==> config.mk <==
export PLATFORM = sky130hd
export DESIGN_NAME = julian_day_to_calendar_date_unit
export DESIGN_NICKNAME = d
export VERILOG_FILES = /design/src/sv/jdc_pkg.sv /design/src/sv/julian_day_to_calendar_date_unit.sv /design/src/sv/jdc_pipe_ctrl.sv /design/src/sv/jdc_date_path.sv /design/src/sv/jdc_time_path.sv
export SDC_FILE = /design/constraint.sdc
export NUM_CORES = 2
export LEC_CHECK = 0
export BUFFER_PORTS_ARGS = -buffer_cell sky130_fd_sc_hd__buf_2
export CORE_UTILIZATION = 55
export DETAILED_ROUTE_END_ITERATION = 10
export PLACE_DENSITY = 0.74
export SYNTH_ARGS = -nofsm -noshare
export SYNTH_HDL_FRONTEND = slang
export SYNTH_SLANG_ARGS = --single-unit
==> constraint.sdc <==
create_clock -name clk -period 6.78 [get_ports clk]
set_input_delay 0.339 -clock clk [delete_from_list [all_inputs] [get_ports clk]]
set_output_delay 0.339 -clock clk [all_outputs]
set_load 0.05 [all_outputs]
==> src/sv/jdc_pkg.sv <==
// Shared package of the Julian day to calendar date unit.
// Holds field widths, calendar constants, exact reciprocal constants and the month table.
// Depends on nothing; every other file of the block uses it.
`default_nettype none

package jdc_pkg;

    localparam int NUM_STAGES = 8;

    // Field widths.
    localparam int DAY_NUMBER_W    = 23;
    localparam int SECOND_OF_DAY_W = 17;
    localparam int YEAR_W          = 16;
    localparam int MONTH_W         = 4;
    localparam int DAY_W           = 5;
    localparam int HOUR_W          = 5;
    localparam int MINUTE_W        = 6;
    localparam int SECOND_W        = 6;

    localparam int S_TDATA_W = 40;
    localparam int M_TDATA_W = 48;

    // Calendar constants.
    localparam logic [22:0] GREG_SWITCH_DAY = 23'd2299161;
    localparam logic [22:0] GREG_EPOCH      = 23'd1867216;
    localparam logic [23:0] JB_OFFSET       = 24'd1524;
    localparam logic [29:0] JC_BIAS         = 30'd12210;
    localparam logic signed [15:0] YEAR_OFFSET = 16'sd4715;
    localparam logic [16:0] LAST_SECOND     = 17'd86399;

    // Exact floor division by a constant: floor(n / d) == (n * ceil(2^s / d)) >> s
    // for every n below 2^k when s = k + ceil(log2(d)).
    localparam int ALPHA_NUM_W   = 25;
    localparam int ALPHA_SHIFT   = 43;
    localparam int ALPHA_RECIP_W = 26;
    localparam logic [ALPHA_RECIP_W-1:0] ALPHA_RECIP =
        ALPHA_RECIP_W'(((64'd1 << ALPHA_SHIFT) + 64'd146096) / 64'd146097);

    localparam int JC_NUM_W   = 30;
    localparam int JC_SHIFT   = 46;
    localparam int JC_RECIP_W = 31;
    localparam logic [JC_RECIP_W-1:0] JC_RECIP =
        JC_RECIP_W'(((64'd1 << JC_SHIFT) + 64'd36524) / 64'd36525);

    localparam int HOUR_SHIFT   = 29;
    localparam int HOUR_RECIP_W = 18;
    localparam logic [HOUR_RECIP_W-1:0] HOUR_RECIP =
        HOUR_RECIP_W'(((64'd1 << HOUR_SHIFT) + 64'd3599) / 64'd3600);

    localparam int REM_W       = 12;
    localparam int MIN_SHIFT   = 18;
    localparam int MIN_RECIP_W = 13;
    localparam logic [MIN_RECIP_W-1:0] MIN_RECIP =
        MIN_RECIP_W'(((64'd1 << MIN_SHIFT) + 64'd59) / 64'd60);

    // Per-stage control handed from the pipeline control to the data paths.
    typedef struct packed {
        logic [NUM_STAGES-1:0] load;
        logic [NUM_STAGES-1:0] valid;
    } pipe_ctrl_t;

    // Days before month index k counted from March: floor(30.6001 * k).
    function automatic logic [8:0] month_base(input logic [3:0] k);
        logic [8:0] base;
        unique case (k)
            4'd0:  base = 9'd0;
            4'd1:  base = 9'd30;
            4'd2:  base = 9'd61;
            4'd3:  base = 9'd91;
            4'd4:  base = 9'd122;
            4'd5:  base = 9'd153;
            4'd6:  base = 9'd183;
            4'd7:  base = 9'd214;
            4'd8:  base = 9'd244;
            4'd9:  base = 9'd275;
            4'd10: base = 9'd306;
            4'd11: base = 9'd336;
            4'd12: base = 9'd367;
            4'd13: base = 9'd397;
            4'd14: base = 9'd428;
            4'd15: base = 9'd459;
        endcase
        return base;
    endfunction

endpackage

`default_nettype wire

==> src/sv/julian_day_to_calendar_date_unit.sv <==
// Throughput: one transaction per cycle, limited only by the downstream tready.
// Every stage register holds one transaction, so a stall fills bubbles and loses nothing.
// Reset (rst_n low, asynchronous) clears the stage valid bits only; there is no clearing pass.
`default_nettype none

// Top level of the Julian day to calendar date unit.
//
// Each input transaction carries a civil Julian day number and the seconds since
// midnight. Day numbers from 2299161 onwards are converted in the Gregorian
// calendar, earlier ones in the Julian calendar, and there is no year zero.
// Seconds above 86399 saturate to 23:59:59 without moving the date.
//
// The date path runs the classical algorithm with every floating division turned
// into an exact integer floor. Divisions by 146097 and 36525 use reciprocal
// multiplication with enough fraction bits to be exact over the whole input
// range, each multiplier in a stage of its own. The month division by 30.6001
// is replaced by comparisons against a small table of month starts, since the
// day within the year counted from March is confined to a few hundred values.
// The time path divides by 3600 and 60 in the same way and is then delayed so
// that both halves meet in the output register.
//
// The last stage register is the output register: each stage is loaded whenever
// it is empty or its contents move on, so new transactions keep entering while a
// finished result waits for the downstream side.

module julian_day_to_calendar_date_unit (
    input  wire logic        clk,
    input  wire logic        rst_n,

    input  wire logic        s_axis_tvalid,
    output logic             s_axis_tready,
    // [22:0] day_number, [39:23] second_of_day
    input  wire logic [39:0] s_axis_tdata,

    output logic             m_axis_tvalid,
    input  wire logic        m_axis_tready,
    // [15:0] year, [19:16] month, [24:20] day, [29:25] hour, [35:30] minute,
    // [41:36] second, [47:42] zero
    output logic [47:0]      m_axis_tdata
);

    localparam int N = jdc_pkg::NUM_STAGES;

    jdc_pkg::pipe_ctrl_t ctrl;

    logic signed [15:0] year;
    logic [3:0]         month;
    logic [4:0]         day;
    logic [4:0]         hour;
    logic [5:0]         minute;
    logic [5:0]         second;

    jdc_pipe_ctrl u_ctrl (
        .clk       (clk),
        .rst_n     (rst_n),
        .in_valid  (s_axis_tvalid),
        .out_ready (m_axis_tready),
        .ctrl      (ctrl),
        .in_ready  (s_axis_tready)
    );

    jdc_date_path u_date (
        .clk        (clk),
        .ctrl       (ctrl),
        .day_number (s_axis_tdata[22:0]),
        .year       (year),
        .month      (month),
        .day        (day)
    );

    jdc_time_path u_time (
        .clk           (clk),
        .ctrl          (ctrl),
        .second_of_day (s_axis_tdata[39:23]),
        .hour          (hour),
        .minute        (minute),
        .second        (second)
    );

    assign m_axis_tvalid = ctrl.valid[N-1];
    assign m_axis_tdata  = {6'd0, second, minute, hour, day, month, year};

`ifndef ASSERT_OFF
    // A ready downstream side leaves no stage stalled, so the input must be ready too.
    a_ready_through: assert property (@(posedge clk) disable iff (!rst_n)
        m_axis_tready |-> s_axis_tready)
        else $error("input not ready although the output side is ready");

    // Every delivered transaction holds a valid date and time.
    a_fields_in_range: assert property (@(posedge clk) disable iff (!rst_n)
        m_axis_tvalid |-> (month >= 4'd1) && (month <= 4'd12) && (day >= 5'd1)
                          && (hour <= 5'd23) && (minute <= 6'd59)
                          && (second <= 6'd59) && (year != 16'sd0))
        else $error("output fields out of range");

    // A result only appears when the stage before the output held a transaction.
    a_no_invented: assert property (@(posedge clk) disable iff (!rst_n)
        m_axis_tvalid && !$past(m_axis_tvalid) |-> $past(ctrl.valid[N-2]))
        else $error("output valid without a transaction in the previous stage");
`endif

endmodule

`default_nettype wire

==> src/sv/jdc_pipe_ctrl.sv <==
// Valid bits and stage load enables of the conversion pipeline.
// Depends on jdc_pkg.
`default_nettype none

module jdc_pipe_ctrl (
    input  wire logic              clk,
    input  wire logic              rst_n,
    input  wire logic              in_valid,
    input  wire logic              out_ready,
    output jdc_pkg::pipe_ctrl_t    ctrl,
    output logic                   in_ready
);

    localparam int N = jdc_pkg::NUM_STAGES;

    logic [N-1:0] valid_reg;
    logic [N-1:0] valid_next;
    logic [N-1:0] ready;

    // A stage takes new contents when it is empty or its contents move on.
    always_comb
    begin
        ready[N-1] = !valid_reg[N-1] || out_ready;
        for (int i = N - 2; i >= 0; i--)
        begin
            ready[i] = !valid_reg[i] || ready[i+1];
        end
    end

    always_comb
    begin
        valid_next = valid_reg;
        if (ready[0])
        begin
            valid_next[0] = in_valid;
        end
        for (int i = 1; i < N; i++)
        begin
            if (ready[i])
            begin
                valid_next[i] = valid_reg[i-1];
            end
        end
    end

    always_ff @(posedge clk or negedge rst_n)
    begin
        if (!rst_n)
        begin
            valid_reg <= '0;
        end
        else
        begin
            valid_reg <= valid_next;
        end
    end

    assign ctrl.load  = ready;
    assign ctrl.valid = valid_reg;
    assign in_ready   = ready[0];

endmodule

`default_nettype wire

==> src/sv/jdc_date_path.sv <==
// Date data path: day number to year, month and day over eight register stages.
// Depends on jdc_pkg.
`default_nettype none

module jdc_date_path (
    input  wire logic                  clk,
    input  wire jdc_pkg::pipe_ctrl_t   ctrl,
    input  wire logic [22:0]           day_number,
    output logic signed [15:0]         year,
    output logic [3:0]                 month,
    output logic [4:0]                 day
);

    // Stage 0: Gregorian test and the numerator of the century correction.
    logic        greg_s0_reg, greg_s0_next;
    logic [22:0] jnum_s0_reg;
    logic [24:0] n1_s0_reg, n1_s0_next;
    logic [22:0] j_off;

    always_comb
    begin
        greg_s0_next = (day_number >= jdc_pkg::GREG_SWITCH_DAY);
        j_off        = day_number - jdc_pkg::GREG_EPOCH;
        n1_s0_next   = greg_s0_next ? ({j_off, 2'b00} - 25'd1) : '0;
    end

    // Stage 1: alpha = floor(n1 / 146097).
    logic        greg_s1_reg;
    logic [22:0] jnum_s1_reg;
    logic [7:0]  alpha_s1_reg, alpha_s1_next;
    logic [jdc_pkg::ALPHA_NUM_W+jdc_pkg::ALPHA_RECIP_W-1:0] alpha_prod;

    always_comb
    begin
        alpha_prod    = n1_s0_reg * jdc_pkg::ALPHA_RECIP;
        alpha_s1_next = 8'(alpha_prod >> jdc_pkg::ALPHA_SHIFT);
    end

    // Stage 2: jb = ja + 1524.
    logic [23:0] jb_s2_reg, jb_s2_next;

    always_comb
    begin
        if (greg_s1_reg)
        begin
            jb_s2_next = 24'(jnum_s1_reg) + jdc_pkg::JB_OFFSET + 24'd1
                       + 24'(alpha_s1_reg) - 24'(alpha_s1_reg[7:2]);
        end
        else
        begin
            jb_s2_next = 24'(jnum_s1_reg) + jdc_pkg::JB_OFFSET;
        end
    end

    // Stage 3: numerator of the year count.
    logic [23:0] jb_s3_reg;
    logic [29:0] n3_s3_reg, n3_s3_next;

    assign n3_s3_next = 30'(jb_s2_reg) * 30'd100 - jdc_pkg::JC_BIAS;

    // Stage 4: jc = floor(n3 / 36525).
    logic [23:0] jb_s4_reg;
    logic [14:0] jc_s4_reg, jc_s4_next;
    logic [jdc_pkg::JC_NUM_W+jdc_pkg::JC_RECIP_W-1:0] jc_prod;

    always_comb
    begin
        jc_prod    = n3_s3_reg * jdc_pkg::JC_RECIP;
        jc_s4_next = 15'(jc_prod >> jdc_pkg::JC_SHIFT);
    end

    // Stage 5: day of the year counted from March, always within 123 to 488.
    logic [14:0] jc_s5_reg;
    logic [8:0]  jbd_s5_reg, jbd_s5_next;
    logic [23:0] jd;

    always_comb
    begin
        jd          = 24'(jc_s4_reg) * 24'd365 + 24'(jc_s4_reg[14:2]);
        jbd_s5_next = 9'(jb_s4_reg - jd);
    end

    // Stage 6: month index from the table thresholds, which rise with the index.
    logic [14:0] jc_s6_reg;
    logic [8:0]  jbd_s6_reg;
    logic [3:0]  je_s6_reg, je_s6_next;

    always_comb
    begin
        je_s6_next = '0;
        for (int k = 1; k < 16; k++)
        begin
            if (jbd_s5_reg > jdc_pkg::month_base(4'(k)))
            begin
                je_s6_next = 4'(k);
            end
        end
    end

    // Stage 7: final date fields.
    logic signed [15:0] year_reg, year_next;
    logic [3:0]         month_reg, month_next;
    logic [4:0]         day_reg, day_next;

    always_comb
    begin
        day_next   = 5'(jbd_s6_reg - jdc_pkg::month_base(je_s6_reg));
        month_next = je_s6_reg - 4'd1;
        if (month_next > 4'd12)
        begin
            month_next = month_next - 4'd12;
        end
        year_next = signed'(16'(jc_s6_reg)) - jdc_pkg::YEAR_OFFSET;
        if (month_next > 4'd2)
        begin
            year_next = year_next - 16'sd1;
        end
        // No year zero: 1 BC follows AD 1 directly.
        if (year_next <= 16'sd0)
        begin
            year_next = year_next - 16'sd1;
        end
    end

    always_ff @(posedge clk)
    begin
        if (ctrl.load[0])
        begin
            greg_s0_reg <= greg_s0_next;
            jnum_s0_reg <= day_number;
            n1_s0_reg   <= n1_s0_next;
        end
        if (ctrl.load[1])
        begin
            greg_s1_reg  <= greg_s0_reg;
            jnum_s1_reg  <= jnum_s0_reg;
            alpha_s1_reg <= alpha_s1_next;
        end
        if (ctrl.load[2])
        begin
            jb_s2_reg <= jb_s2_next;
        end
        if (ctrl.load[3])
        begin
            jb_s3_reg <= jb_s2_reg;
            n3_s3_reg <= n3_s3_next;
        end
        if (ctrl.load[4])
        begin
            jb_s4_reg <= jb_s3_reg;
            jc_s4_reg <= jc_s4_next;
        end
        if (ctrl.load[5])
        begin
            jc_s5_reg  <= jc_s4_reg;
            jbd_s5_reg <= jbd_s5_next;
        end
        if (ctrl.load[6])
        begin
            jc_s6_reg  <= jc_s5_reg;
            jbd_s6_reg <= jbd_s5_reg;
            je_s6_reg  <= je_s6_next;
        end
        if (ctrl.load[7])
        begin
            year_reg  <= year_next;
            month_reg <= month_next;
            day_reg   <= day_next;
        end
    end

    assign year  = year_reg;
    assign month = month_reg;
    assign day   = day_reg;

endmodule

`default_nettype wire

==> src/sv/jdc_time_path.sv <==
// Time data path: seconds of the day to hour, minute and second, aligned to the date path.
// Depends on jdc_pkg.
`default_nettype none

module jdc_time_path (
    input  wire logic                  clk,
    input  wire jdc_pkg::pipe_ctrl_t   ctrl,
    input  wire logic [16:0]           second_of_day,
    output logic [4:0]                 hour,
    output logic [5:0]                 minute,
    output logic [5:0]                 second
);

    localparam int N = jdc_pkg::NUM_STAGES;
    localparam int SECOND_OF_DAY_PROD_W = jdc_pkg::SECOND_OF_DAY_W + jdc_pkg::HOUR_RECIP_W;

    // Stage 0: out-of-range seconds saturate to the last second of the day.
    logic [16:0] secs_s0_reg, secs_s0_next;

    assign secs_s0_next = (second_of_day > jdc_pkg::LAST_SECOND) ?
                          jdc_pkg::LAST_SECOND : second_of_day;

    // Stage 1: hour = floor(s / 3600).
    logic [16:0] secs_s1_reg;
    logic [4:0]  hour_s1_reg, hour_s1_next;
    logic [SECOND_OF_DAY_PROD_W-1:0] hour_prod;

    always_comb
    begin
        hour_prod    = secs_s0_reg * jdc_pkg::HOUR_RECIP;
        hour_s1_next = 5'(hour_prod >> jdc_pkg::HOUR_SHIFT);
    end

    // Stage 2: seconds within the hour.
    logic [4:0]               hour_s2_reg;
    logic [jdc_pkg::REM_W-1:0] rem_s2_reg, rem_s2_next;

    assign rem_s2_next = jdc_pkg::REM_W'(secs_s1_reg - 17'(hour_s1_reg) * 17'd3600);

    // Stage 3: minute = floor(rem / 60).
    logic [4:0]               hour_s3_reg;
    logic [jdc_pkg::REM_W-1:0] rem_s3_reg;
    logic [5:0]               min_s3_reg, min_s3_next;
    logic [jdc_pkg::REM_W+jdc_pkg::MIN_RECIP_W-1:0] min_prod;

    always_comb
    begin
        min_prod    = rem_s2_reg * jdc_pkg::MIN_RECIP;
        min_s3_next = 6'(min_prod >> jdc_pkg::MIN_SHIFT);
    end

    // Stage 4 onwards: seconds, then delay to meet the date at the output stage.
    logic [5:0] sec_s4_next;
    logic [4:0] hour_dly_reg [4:N-1];
    logic [5:0] min_dly_reg  [4:N-1];
    logic [5:0] sec_dly_reg  [4:N-1];

    assign sec_s4_next = 6'(rem_s3_reg - jdc_pkg::REM_W'(min_s3_reg) * 12'd60);

    always_ff @(posedge clk)
    begin
        if (ctrl.load[0])
        begin
            secs_s0_reg <= secs_s0_next;
        end
        if (ctrl.load[1])
        begin
            secs_s1_reg <= secs_s0_reg;
            hour_s1_reg <= hour_s1_next;
        end
        if (ctrl.load[2])
        begin
            hour_s2_reg <= hour_s1_reg;
            rem_s2_reg  <= rem_s2_next;
        end
        if (ctrl.load[3])
        begin
            hour_s3_reg <= hour_s2_reg;
            rem_s3_reg  <= rem_s2_reg;
            min_s3_reg  <= min_s3_next;
        end
        if (ctrl.load[4])
        begin
            hour_dly_reg[4] <= hour_s3_reg;
            min_dly_reg[4]  <= min_s3_reg;
            sec_dly_reg[4]  <= sec_s4_next;
        end
        for (int i = 5; i < N; i++)
        begin
            if (ctrl.load[i])
            begin
                hour_dly_reg[i] <= hour_dly_reg[i-1];
                min_dly_reg[i]  <= min_dly_reg[i-1];
                sec_dly_reg[i]  <= sec_dly_reg[i-1];
            end
        end
    end

    assign hour   = hour_dly_reg[N-1];
    assign minute = min_dly_reg[N-1];
    assign second = sec_dly_reg[N-1];

endmodule

`default_nettype wire

==> flow_metrics.tcl <==
set metrics [dict create \
    io_buffers 87 \
    diodes 0 \
    place_area_um2 53800 \
    worst_slack_ps -371 \
    cts_sinks 382 \
    antenna_left 0 \
    first_pass_iters 5 \
    core_um2 90300 \
    grtUsageTotal_pct 24.1 \
    die_y_um 304 \
    ys_warn_count 0 \
    multi_input_area_um2 34500 \
    crit_arrival_ps 7510 \
    htreeDepth 2 \
    finalHoldViolCount 0 \
    drc 0 \
    skew_ps 35.3 \
    synth.area.top_cells "fa_1, ha_1, edfxtp_1" \
    yosysTopAreaCell "fa_1" \
    max_slew.worst_pin.slew_ps 1100 \
    cap_viol_max_count 0 \
    clk_pin_slew_ps 60 \
    layoutNonFillerInstCount 6064 \
    fillCellCount 7162 \
    syn2layout_area_growth_pct 11.3 \
    antenna_found_initial 1 \
    wire_per_inst_um 17.6 \
    drv_slew 0 \
    rsz0062_at_grt "true" \
    grt_pass1_vias 34250 \
    status "finished, violations left" \
    final_nets 6566 \
    die_w_um 304 \
    gp_congestion 0.974 \
    cp_slowest_cell "fa_1" \
    holdWs_ps 34.1 \
    crit_type "register to register" \
    max_freq_mhz 140 \
    synth_cells 4488 \
    largest_register_ffs 28 \
    grt_overflow 0 \
    totalWireLength_mm 107 \
    fin_tns_setup_ps -3230 \
    r2r_start "u_date.n3_s3_reg[9]" \
    start_util_pct 55.7 \
    ys_seq_area_share_pct 22.7 \
    synth_edf_count 374 \
    hp-start "s_axis_tdata[35]" \
    r2r_setup_slack_ps -370 \
    end_kind "register" \
    cp_common_cell "fa_1" \
    synth_cell_types 102 \
    synth_ff_type "edfxtp_1" \
    violations "setup timing" \
    cp_max_fo 5 \
    hold_class "input pin to register" \
    cpPeakStageDelay_ps 560 \
    cts_tree "yes" \
    root_buffer "clkbuf_16" \
    avgSynthCellArea_um2 11.2 \
    vias 31683 \
    row_count 110 \
    grt_pass1_wl_mm 176 \
    clk_latency_ps 620 \
    ios 94 \
    start_kind "register" \
    cts_buffers 42 \
    viasPerCell 5.22 \
    setup_viol 14 \
    synth-seq-cells 382 \
    grt_max_degree 56 \
    whs_path_depth 2 \
    crit_path_start "u_date.n3_s3_reg[9]" \
    netlist.area_leader.share_pct 28.4 \
    period_share_pct 105 \
    fin_crit_ps 7150 \
    worstPathRequired_ps 7140 \
    drtIter0Drc 1626 \
    final_layout_size_suffix_gt1_share_pct 11.3 \
    final_design_area_no_fill_um2 55900 \
    placedCellCount 5942 \
    hpwl_mm 92.3 \
    regArea_um2 11400 \
    slew_headroom_pct 26.4 \
    cts_max_path_buffers 3 \
    dieArea_um2 92600 \
    r2r_cells 25 \
    synth_area_um2 50300 \
    async_reset_ff_share_pct 2.09 \
]
-- path summary, 6_finish.rpt --
check / end
max in group asynchronous: u_ctrl.valid_reg[0]
min in group asynchronous: u_ctrl.valid_reg[1]
worst min-delay path: u_time.secs_s0_reg[12]
worst max register to register: u_date.jc_s4_reg[11]
worst max-delay path: u_date.jc_s4_reg[11]
worst min register to register: u_time.hour_s3_reg[3]
-- worst max-delay path: cells and delay by family, from the launching register on --
| kind | cells | cell delay [ps] |
|---|---|---|
| fa+ha+maj | 9 | 3950 |
| buf+inv | 7 | 740 |
| compound gates | 8 | 1550 |
| xor+xnor | 1 | 150 |
| flops | 1 | 510 |
-- placed cells by master, fill, tap and decap left out, drive strengths merged, types with 11 or more instances in the layout --
cell         count
clkbuf          45
nor2b           21
o21ai           97
fa             713
nand2b          41
nand2           97
o21a            21
nor2           141
and3            16
a31oi           17
and2            15
o21bai          11
dlygate4sd3     17
nor3            40
o211ai          17
edfxtp         374
a21oi          120
ha             953
xnor2          158
a211oi          21
clkinv          17
xor2            75
buf            358
nand4           31
a21o            67
nand3           45
inv           1180
or3             13
-- per-layer routing --
metal	wire (um)	global-route usage [%]	share of wire, %	vias up
met2	52000	41.1	49	595
met3	5250	4.36	4.9	170
met5	0	0	0	-
li1	-	-	-	15263
met4	3290	6.87	3.1	0
met1	46400	31.3	43	15655
-- cell families (layout without fill, tap and decap cells) --
group	count (synthesis)	in the layout	share of synthesized area [%]
multiplexers	15	15	0.363
XOR/XNOR	233	233	4.10
AND/OR/NAND/NOR	509	509	5.28
buffers and inverters	1230	1625	9.43
other	1	6	0.00746
AO/OA/AOI/OAI	452	452	6.00
adder cells (fa/ha/maj)	1666	1666	52.1
flip-flops	382	382	22.7
-- layout make-up --
type,count,area share [%]
clock buffer,45,1.90
clock inverter,31,0.751
inverter,1174,7.88
tap,1176,2.63
sequential,382,20.4
timing repair buffer,375,4.78
multi-input combinational,2881,61.6
-- Yosys cell counts, types with 10 or more instances --
cell         n
a211oi_1    17
a21o_1      67
a21oi_1    118
a31oi_1     16
and2_1      15
and3_1      16
buf_4       23
clkbuf_1    23
edfxtp_1   374
fa_1       713
ha_1       953
inv_1     1173
nand2_1     96
nand2b_1    41
nand3_1     43
nand4_1     30
nor2_1     141
nor2b_1     21
nor3_1      37
o211ai_1    16
o21a_1      21
o21ai_0     85
o21ai_1     10
o21bai_1    11
or3_1       12
xnor2_1    158
xor2_1      72
-- stage by stage --
| stage | utilization, % | worst slack (ps) |
|---|---|---|
| 2_1_floorplan | - | -29.8 |
| 3_3_place_gp | 59.5 | -244 |
| 3_5_place_dp | 59.5 | -411 |
| 4_1_cts | 61.6 | -332 |
| 5_1_grt | 62.0 | -576 |
| 6_report | 62.0 | -371 |
-- repair_timing --
action,in CTS,in global routing
pin swaps,26,39
gates resized for setup,28,50
setup endpoints to repair,16,21
buffers inserted,11,19
hold buffers,17,0
hold endpoints to repair,24,0
Power is not shown: default switching activity piles up to over one toggle a cycle in this logic, so the estimate is an artifact.
